## config.mk

```make
export PLATFORM = sky130hd
export DESIGN_NAME = i2c_bit_level_master
export DESIGN_NICKNAME = d
export VERILOG_FILES = /design/src/i2cblm_pkg.sv /design/src/i2c_bit_level_master.sv /design/src/i2cblm_phase.sv /design/src/i2cblm_core.sv
export SDC_FILE = /design/constraint.sdc
export NUM_CORES = 1
export LEC_CHECK = 0
export BUFFER_PORTS_ARGS = -buffer_cell sky130_fd_sc_hd__buf_2
export CORE_MARGIN = 2
export CORE_UTILIZATION = 34
export CTS_BUF_LIST = sky130_fd_sc_hd__clkbuf_8 sky130_fd_sc_hd__clkbuf_16
export DETAILED_ROUTE_END_ITERATION = 7
export PLACE_DENSITY = 0.53
export REMOVE_ABC_BUFFERS = 1
export SKIP_LAST_GASP = 1
export SLEW_MARGIN = 30
export SYNTH_ARGS = -nofsm -noshare
export SYNTH_HDL_FRONTEND = slang
export SYNTH_SLANG_ARGS = --single-unit
```

## constraint.sdc

```tcl
create_clock -name clk -period 5.56 [get_ports clk]
set_input_delay 0.278 -clock clk [delete_from_list [all_inputs] [get_ports clk]]
set_output_delay 0.278 -clock clk [all_outputs]
set_load 0.01 [all_outputs]
```

## src/i2cblm_pkg.sv

```systemverilog
package i2cblm_pkg;

	localparam int TICK_W  = 16;
	localparam int PHASE_W = 5;
	localparam int BYTE_W  = 8;
	localparam int KIND_W  = 3;

	localparam logic [TICK_W-1:0] PHASE_TICKS_RST = 16'd320;

	localparam logic [KIND_W-1:0] KIND_TICK  = 3'd0;
	localparam logic [KIND_W-1:0] KIND_START = 3'd1;
	localparam logic [KIND_W-1:0] KIND_STOP  = 3'd2;
	localparam logic [KIND_W-1:0] KIND_WRITE = 3'd3;
	localparam logic [KIND_W-1:0] KIND_READ  = 3'd4;
	localparam logic [KIND_W-1:0] KIND_ACK   = 3'd5;
	localparam logic [KIND_W-1:0] KIND_NACK  = 3'd6;

	localparam logic LINE_SCL = 1'b0;
	localparam logic LINE_SDA = 1'b1;

	typedef struct packed {
		logic [KIND_W-1:0] kind;
		logic [BYTE_W-1:0] write_byte;
		logic              sda_in;
	} item_t;

	typedef struct packed {
		logic              scl_release;
		logic              sda_release;
		logic              busy_res;
		logic              done_res;
		logic [BYTE_W-1:0] read_byte;
		logic              rejected;
	} res_t;

	// number of phases in each command
	function automatic logic [PHASE_W-1:0] phase_total(input logic [KIND_W-1:0] cmd);
		logic [PHASE_W-1:0] n;
		case (cmd)
			KIND_START: n = 5'd5;
			KIND_STOP:  n = 5'd4;
			KIND_WRITE: n = 5'd25;
			KIND_READ:  n = 5'd17;
			KIND_ACK:   n = 5'd4;
			KIND_NACK:  n = 5'd2;
			default:    n = 5'd0;
		endcase
		return n;
	endfunction

endpackage

```

## src/i2c_bit_level_master.sv

```systemverilog
// channel  | dir | signals                               | content
// s_axis   | in  | tvalid tready tdata[15:0] tuser[2:0]  | request: tick or command
// m_axis   | out | tvalid tready tdata[15:0]             | line levels and status
// cfg      | in  | valid ready data[15:0]                | phase_ticks
//
// One request per clock sustained while the output is not stalled. A request
// sits in the input register, is evaluated against the phase state and lands in
// the output register when it advances, where the result stays valid until it
// is taken.
// Reset: both lines released, idle, phase_ticks 320, read_byte 0.
// A stalled output holds the input register; s_axis_tready stays high while
// the pending result is taken in the same cycle. cfg is always ready.
module i2c_bit_level_master import i2cblm_pkg::*; (
	input  logic        clk,
	input  logic        arst_n,
	input  logic        s_axis_tvalid,
	output logic        s_axis_tready,
	input  logic [15:0] s_axis_tdata,  // write_byte[7:0], sda_in[8], zero[15:9]
	input  logic [2:0]  s_axis_tuser,  // kind[2:0]
	output logic        m_axis_tvalid,
	input  logic        m_axis_tready,
	// scl_release[0], sda_release[1], busy_res[2], done_res[3], read_byte[11:4],
	// rejected[12], zero[15:13]
	output logic [15:0] m_axis_tdata,
	input  logic        cfg_valid,
	output logic        cfg_ready,
	input  logic [15:0] cfg_data
);

	logic              valid_s1;
	item_t             item_s1;
	logic              valid_s2;
	res_t              res_s2;
	res_t              res;
	logic              adv;
	logic [TICK_W-1:0] phase_ticks_q;

	assign adv           = valid_s1 && (!valid_s2 || m_axis_tready);
	assign s_axis_tready = !valid_s1 || adv;
	assign cfg_ready     = 1'b1;

	always_ff @(posedge clk or negedge arst_n) begin
		if (!arst_n) begin
			phase_ticks_q <= PHASE_TICKS_RST;
		end else if (cfg_valid) begin
			phase_ticks_q <= cfg_data;
		end
	end

	always_ff @(posedge clk or negedge arst_n) begin
		if (!arst_n) begin
			valid_s1 <= 1'b0;
		end else if (s_axis_tready) begin
			valid_s1 <= s_axis_tvalid;
		end
	end

	always_ff @(posedge clk) begin
		if (s_axis_tready && s_axis_tvalid) begin
			item_s1.kind       <= s_axis_tuser;
			item_s1.write_byte <= s_axis_tdata[7:0];
			item_s1.sda_in     <= s_axis_tdata[8];
		end
	end

	i2cblm_core u_core (
		.clk         (clk),
		.arst_n      (arst_n),
		.step_en     (adv),
		.item        (item_s1),
		.phase_ticks (phase_ticks_q),
		.res         (res)
	);

	always_ff @(posedge clk or negedge arst_n) begin
		if (!arst_n) begin
			valid_s2 <= 1'b0;
		end else if (adv) begin
			valid_s2 <= 1'b1;
		end else if (m_axis_tready) begin
			valid_s2 <= 1'b0;
		end
	end

	always_ff @(posedge clk) begin
		if (adv) begin
			res_s2 <= res;
		end
	end

	assign m_axis_tvalid = valid_s2;
	assign m_axis_tdata  = {3'b000, res_s2.rejected, res_s2.read_byte, res_s2.done_res,
	                        res_s2.busy_res, res_s2.sda_release, res_s2.scl_release};

endmodule

```

## src/i2cblm_phase.sv

```systemverilog
module i2cblm_phase import i2cblm_pkg::*; (
	input  logic [KIND_W-1:0]  cmd,
	input  logic [PHASE_W-1:0] idx,
	input  logic [BYTE_W-1:0]  bits,
	output logic               line,
	output logic               lvl
);

	// write phases: slot within the bit (0 data, 1 SCL high, 2 SCL low) and bit number
	logic [1:0] wr_slot;
	logic [2:0] wr_bit;

	always_comb begin
		wr_slot = 2'd0;
		wr_bit  = 3'd0;
		for (int k = 0; k < 8; k++) begin
			for (int j = 0; j < 3; j++) begin
				if (idx == PHASE_W'(3 * k + j)) begin
					wr_slot = 2'(j);
					wr_bit  = 3'(7 - k);
				end
			end
		end
	end

	always_comb begin
		line = LINE_SCL;
		lvl  = 1'b0;
		case (cmd)
			KIND_START: begin
				case (idx)
					5'd0:    begin line = LINE_SCL; lvl = 1'b0; end
					5'd1:    begin line = LINE_SDA; lvl = 1'b1; end
					5'd2:    begin line = LINE_SCL; lvl = 1'b1; end
					5'd3:    begin line = LINE_SDA; lvl = 1'b0; end
					default: begin line = LINE_SCL; lvl = 1'b0; end
				endcase
			end
			KIND_STOP: begin
				case (idx[1:0])
					2'd0:    begin line = LINE_SCL; lvl = 1'b0; end
					2'd1:    begin line = LINE_SDA; lvl = 1'b0; end
					2'd2:    begin line = LINE_SCL; lvl = 1'b1; end
					default: begin line = LINE_SDA; lvl = 1'b1; end
				endcase
			end
			KIND_WRITE: begin
				if (idx >= 5'd24) begin
					line = LINE_SDA;
					lvl  = 1'b1;
				end else if (wr_slot == 2'd0) begin
					line = LINE_SDA;
					lvl  = bits[wr_bit];
				end else begin
					line = LINE_SCL;
					lvl  = (wr_slot == 2'd1);
				end
			end
			KIND_READ: begin
				if (idx == '0) begin
					line = LINE_SDA;
					lvl  = 1'b1;
				end else begin
					line = LINE_SCL;
					lvl  = idx[0];
				end
			end
			KIND_ACK: begin
				case (idx[1:0])
					2'd0:    begin line = LINE_SDA; lvl = 1'b0; end
					2'd1:    begin line = LINE_SCL; lvl = 1'b1; end
					2'd2:    begin line = LINE_SCL; lvl = 1'b0; end
					default: begin line = LINE_SDA; lvl = 1'b1; end
				endcase
			end
			default: begin
				line = LINE_SCL;
				lvl  = (idx == '0);
			end
		endcase
	end

endmodule

```

## src/i2cblm_core.sv

```systemverilog
module i2cblm_core import i2cblm_pkg::*; (
	input  logic              clk,
	input  logic              arst_n,
	input  logic              step_en,
	input  item_t             item,
	input  logic [TICK_W-1:0] phase_ticks,
	output res_t              res
);

	logic               scl_q, sda_q, busy_q;
	logic [KIND_W-1:0]  cmd_q;
	logic [PHASE_W-1:0] idx_q;
	logic [TICK_W-1:0]  tick_q;
	logic [BYTE_W-1:0]  shift_q;
	logic [BYTE_W-1:0]  read_q;

	logic               scl_d, sda_d, busy_d, done_d, rej_d;
	logic [KIND_W-1:0]  cmd_d;
	logic [PHASE_W-1:0] idx_d;
	logic [TICK_W-1:0]  tick_d;
	logic [BYTE_W-1:0]  shift_d;
	logic [BYTE_W-1:0]  read_d;

	logic               is_cmd;
	logic [TICK_W-1:0]  tick_inc, limit;
	logic [PHASE_W-1:0] idx_inc;
	logic [BYTE_W-1:0]  start_shift, shift_adv;
	logic [KIND_W-1:0]  dec_cmd;
	logic [PHASE_W-1:0] dec_idx;
	logic [BYTE_W-1:0]  dec_bits;
	logic               dec_line, dec_lvl;

	assign is_cmd      = item.kind inside {[KIND_START:KIND_NACK]};
	assign tick_inc    = tick_q + 1'b1;
	assign limit       = (phase_ticks == '0) ? TICK_W'(1) : phase_ticks;
	assign idx_inc     = idx_q + 1'b1;
	assign start_shift = (item.kind == KIND_WRITE) ? item.write_byte : '0;
	// read samples SDA at the end of each SCL-high phase (odd phase index)
	assign shift_adv   = (cmd_q == KIND_READ && idx_q[0]) ?
	                     {shift_q[BYTE_W-2:0], item.sda_in} : shift_q;

	// one decoder serves both a new command's first phase and the next phase
	assign dec_cmd  = is_cmd ? item.kind : cmd_q;
	assign dec_idx  = is_cmd ? '0 : idx_inc;
	assign dec_bits = is_cmd ? start_shift : shift_adv;

	i2cblm_phase u_phase (
		.cmd  (dec_cmd),
		.idx  (dec_idx),
		.bits (dec_bits),
		.line (dec_line),
		.lvl  (dec_lvl)
	);

	always_comb begin
		scl_d   = scl_q;
		sda_d   = sda_q;
		busy_d  = busy_q;
		cmd_d   = cmd_q;
		idx_d   = idx_q;
		tick_d  = tick_q;
		shift_d = shift_q;
		read_d  = read_q;
		done_d  = 1'b0;
		rej_d   = 1'b0;
		if (is_cmd) begin
			if (busy_q) begin
				rej_d = 1'b1;
			end else begin
				cmd_d   = item.kind;
				idx_d   = '0;
				shift_d = start_shift;
				busy_d  = 1'b1;
				tick_d  = '0;
				if (dec_line == LINE_SCL) scl_d = dec_lvl;
				else sda_d = dec_lvl;
			end
		end else if (item.kind == KIND_TICK && busy_q) begin
			if (tick_inc >= limit) begin
				shift_d = shift_adv;
				tick_d  = '0;
				if (idx_inc >= phase_total(cmd_q)) begin
					if (cmd_q == KIND_READ) read_d = shift_adv;
					done_d = 1'b1;
					busy_d = 1'b0;
					cmd_d  = KIND_TICK;
					idx_d  = '0;
				end else begin
					idx_d = idx_inc;
					if (dec_line == LINE_SCL) scl_d = dec_lvl;
					else sda_d = dec_lvl;
				end
			end else begin
				tick_d = tick_inc;
			end
		end
	end

	always_ff @(posedge clk or negedge arst_n) begin
		if (!arst_n) begin
			scl_q   <= 1'b1;
			sda_q   <= 1'b1;
			busy_q  <= 1'b0;
			cmd_q   <= KIND_TICK;
			idx_q   <= '0;
			tick_q  <= '0;
			shift_q <= '0;
			read_q  <= '0;
		end else if (step_en) begin
			scl_q   <= scl_d;
			sda_q   <= sda_d;
			busy_q  <= busy_d;
			cmd_q   <= cmd_d;
			idx_q   <= idx_d;
			tick_q  <= tick_d;
			shift_q <= shift_d;
			read_q  <= read_d;
		end
	end

	assign res = '{
		scl_release: scl_d,
		sda_release: sda_d,
		busy_res:    busy_d,
		done_res:    done_d,
		read_byte:   read_d,
		rejected:    rej_d
	};

	a_idle_clean: assert property (@(posedge clk) disable iff (!arst_n)
		!busy_q |-> (cmd_q == KIND_TICK && idx_q == '0 && tick_q == '0))
		else $error("idle with live command state");

	a_phase_range: assert property (@(posedge clk) disable iff (!arst_n)
		busy_q |-> (idx_q < phase_total(cmd_q)))
		else $error("phase index past end of command");

	a_end_with_done: assert property (@(posedge clk) disable iff (!arst_n)
		$fell(busy_q) |-> $past(step_en && done_d))
		else $error("command ended without done");

	a_reject_busy: assert property (@(posedge clk) disable iff (!arst_n)
		(step_en && rej_d) |=> busy_q)
		else $error("rejected request while idle");

endmodule

```

==> results.ini <==
[global_route]
grt_use_total_pct=16.5
grt_first_pass_wirelength_um=23800
grt_max_degree=62
antenna_found_initial=0
grt_pass1_vias=4691
grt_overflow_total=0

[yosys]
synth_edf_count=25
synth-async-reset-ratio_pct=70.9
synth.avg_cell_area_sq_um=9.28
synth_seq_cells=86
netlist_area_sq_um=5830
ys_warn_count=0
synthCells=628
yosysSeqAreaShare_pct=39.2
yosysUniqueCellTypes=84
synth_ff_type=dfrtp_1

[worst_setup_path]
r2r_cells=17
crit_fanout=16
reg2reg_from=u_core.tick_q[0]
cp-end-kind=register
criticalPathCategory=reg2reg
rr_endpoint=u_core.cmd_q[0]
cp-start-kind=register
cp-startpoint=u_core.tick_q[0]
endpoint=u_core.cmd_q[0]
cp.arrival_ns=4.92
r2r_slack_ns=0.89
crit_required_ns=5.81

[sta]
setup_viol=0
relSlewSlack_pct=40.0
timing.final.max_slew_violations=0
clock_skew_ns=0.00891
hold_ws_ns=0.108
hold_viol_final=0
min_period_over_period_pct=84.0
fin_tns_setup_ns=0
grt_setup_unrepaired=no
fmax_mhz=214
tightest_slew_ns=0.900
period_minus_slack_ns=4.67

[pwr]
leakage_nw=2.84
pwr_density_cell_nw_per_um2=274
peakVddDrop_uv=168

[hold_path]
min_path_type=in2async

[placed_design]
gp_congestion=0.853
portBuffers=47
place_area_sq_um=6200
dp.final_hpwl_um=10500

[outcome]
outcome=finished clean

[clock_tree]
cts_sinks=86
clockBufferDepth=2
cts_setup_buffers=0
cts-root-buf=clkbuf_16
path_clk_slew_ns=0.07
ctsHoldBuffers=0
cts_buffers=9
htreeDepth=3
post_cts_resize_count=0
insertion_delay_ns=0.35
cts_tree=built

[routing]
drt-total-wl_um=14400
drc=0
first_pass_iters=5
wl_per_cell_um=16.4
via_count=4756
vias_per_cell=5.39
antenna_left=0
drtIter0Drc=222

[final_layout]
final_common_cell=nand2_1
n_antenna_cell=0
final_cell_mix=76 x nand2_1, 57 x dfrtp_1, 49 x o21ai_0
drive_gt1_share_pct=18.7
design_area_sq_um=6500
area_growth_pct=11.5
fin_util_pct=39.0
fin_nets=725

[die]
core_sq_um=16600
fp.dieW_um=135
io-pin-count=59
die-area_sq_um=18200
start_util_pct=35.0
fp.dieH_um=135
rows=47

[flow_run]
maxCapViolations=0

[sequential cells by signal, indices dropped and copies added (netlist names), 3 cells and up]
name and count:
u_core.read_q 8, item_s1 12, u_core.cmd_q 3, u_core.tick_q 16, u_core.shift_q 8, u_core.idx_q 5
phase_ticks_q 16, m_axis_tdata 13
[cells in the mapped netlist (all sizes together) (3+ instances only)]
| library cell | instances | area, sq um |
|---|---|---|
| a2111oi | 3 | 51.3 |
| a211o | 6 | 52.6 |
| a211oi | 4 | 40.0 |
| a21boi | 3 | 33.8 |
| a21o | 10 | 75.1 |
| a21oi | 30 | 150 |
| a22o | 3 | 26.3 |
| a22oi | 7 | 52.6 |
| a32o | 3 | 30.0 |
| a32oi | 5 | 43.8 |
| and2 | 4 | 25.0 |
| and3 | 8 | 50.1 |
| and4 | 3 | 26.3 |
| buf | 16 | 103 |
| clkbuf | 18 | 67.6 |
| dfrtp | 57 | 1430 |
| dfstp | 4 | 105 |
| edfxtp | 25 | 751 |
| ha | 27 | 338 |
| inv | 33 | 126 |
| mux2 | 26 | 293 |
| mux2i | 3 | 30.0 |
| nand2 | 77 | 292 |
| nand2b | 21 | 131 |
| nand3 | 16 | 90.1 |
| nand3b | 5 | 37.5 |
| nor2 | 46 | 173 |
| nor2b | 5 | 31.3 |
| nor3 | 11 | 55.1 |
| nor3b | 3 | 32.5 |
| nor4 | 7 | 58.8 |
| o211ai | 3 | 22.5 |
| o21ai | 55 | 275 |
| o221ai | 4 | 35.0 |
| o22ai | 5 | 31.3 |
| o31ai | 10 | 88.8 |
| o41ai | 5 | 43.8 |
| or2 | 4 | 25.0 |
| or3 | 5 | 36.3 |
| xnor2 | 6 | 60.1 |
| xor2 | 11 | 123 |
[through the flow]
stage | std cells | total power (W) | worst slack (ns)
4_1_cts | 883 | 0.00180 | 0.862
2_1_floorplan | 596 | 0.00106 | 1.70
3_5_place_dp | 867 | 0.00120 | 0.905
3_3_place_gp | 867 | 0.00119 | 0.952
5_1_grt | 883 | 0.00189 | 0.357
6_report | 883 | 0.00178 | 0.891
[worst max-delay path, cell delays in order, from the launching register on]
cell and delay [ns]:
dfrtp_1 0.44, nand3_1 0.12, nor2_1 0.21, and3_1 0.26
and3_1 0.25, nand3_1 0.22, nor2_1 0.19, xor2_1 0.21
ha_1 0.28, a21o_1 0.16, a21o_1 0.17, a21oi_1 0.16
o21ai_0 0.12, a31oi_2 0.40, nand2_1 0.47, nand2b_1 0.61
o21ai_0 0.19, o221ai_1 0.11
[layout make-up]
class,instances,area (sq um)
fillers,1676,10100
multi-input cells,477,3250
flip-flops and latches,86,2280
well taps,220,275
repair buffers,51,265
clock buffers,10,250
inverters,33,126
clock inverters,6,43.8
[layer usage]
layer / vias to the layer above / track usage (%) / share of wire [%]
li1: 2348 / - / -
met1: 2285 / 21.5 / 45
met2: 106 / 27.5 / 49
met3: 17 / 3.19 / 4.2
met4: 0 / 5.32 / 1.5
met5: - / 0 / 0
[worst min path at each step]
stage / start / endpoint / slack [ns] / cells after the start
after floorplan: arst_n / m_axis_tvalid / -0.02 / 0
after global placement: s_axis_tdata[8] / item_s1[0] / 0.46 / 1
after detailed placement: s_axis_tdata[7] / item_s1[8] / 0.46 / 1
after CTS: s_axis_tdata[0] / item_s1[1] / 0.09 / 1
after global routing: s_axis_tdata[3] / item_s1[4] / 0.10 / 1
final: arst_n / u_core.shift_q[7] / 0.11 / 2
[logic make-up (layout without fill, tap and decap cells)]
logic type	count (synthesis)	in the layout	share of synthesized area, %
AOI/OAI and AO/OA	179	179	22.1
xor gates and xnor gates	17	17	3.14
adders and majority gates	27	27	5.80
buffers and inverters	67	100	5.09
DFF	86	86	39.2
muxes	29	29	5.54
other	2	4	0.129
and+or+nand+nor	221	221	19.1
[where the power goes]
group / total (W) / leakage [nW] / internal [W] / switching [W]
clock network: 0.000593 / 0.150 / 0.000332 / 0.000261
registers: 0.000781 / 1.02 / 0.000721 / 0.0000602
logic: 0.000406 / 1.68 / 0.000159 / 0.000248
total: 0.00178 / 2.84 / 0.00121 / 0.000568
Power figures use the tool's default switching activity.
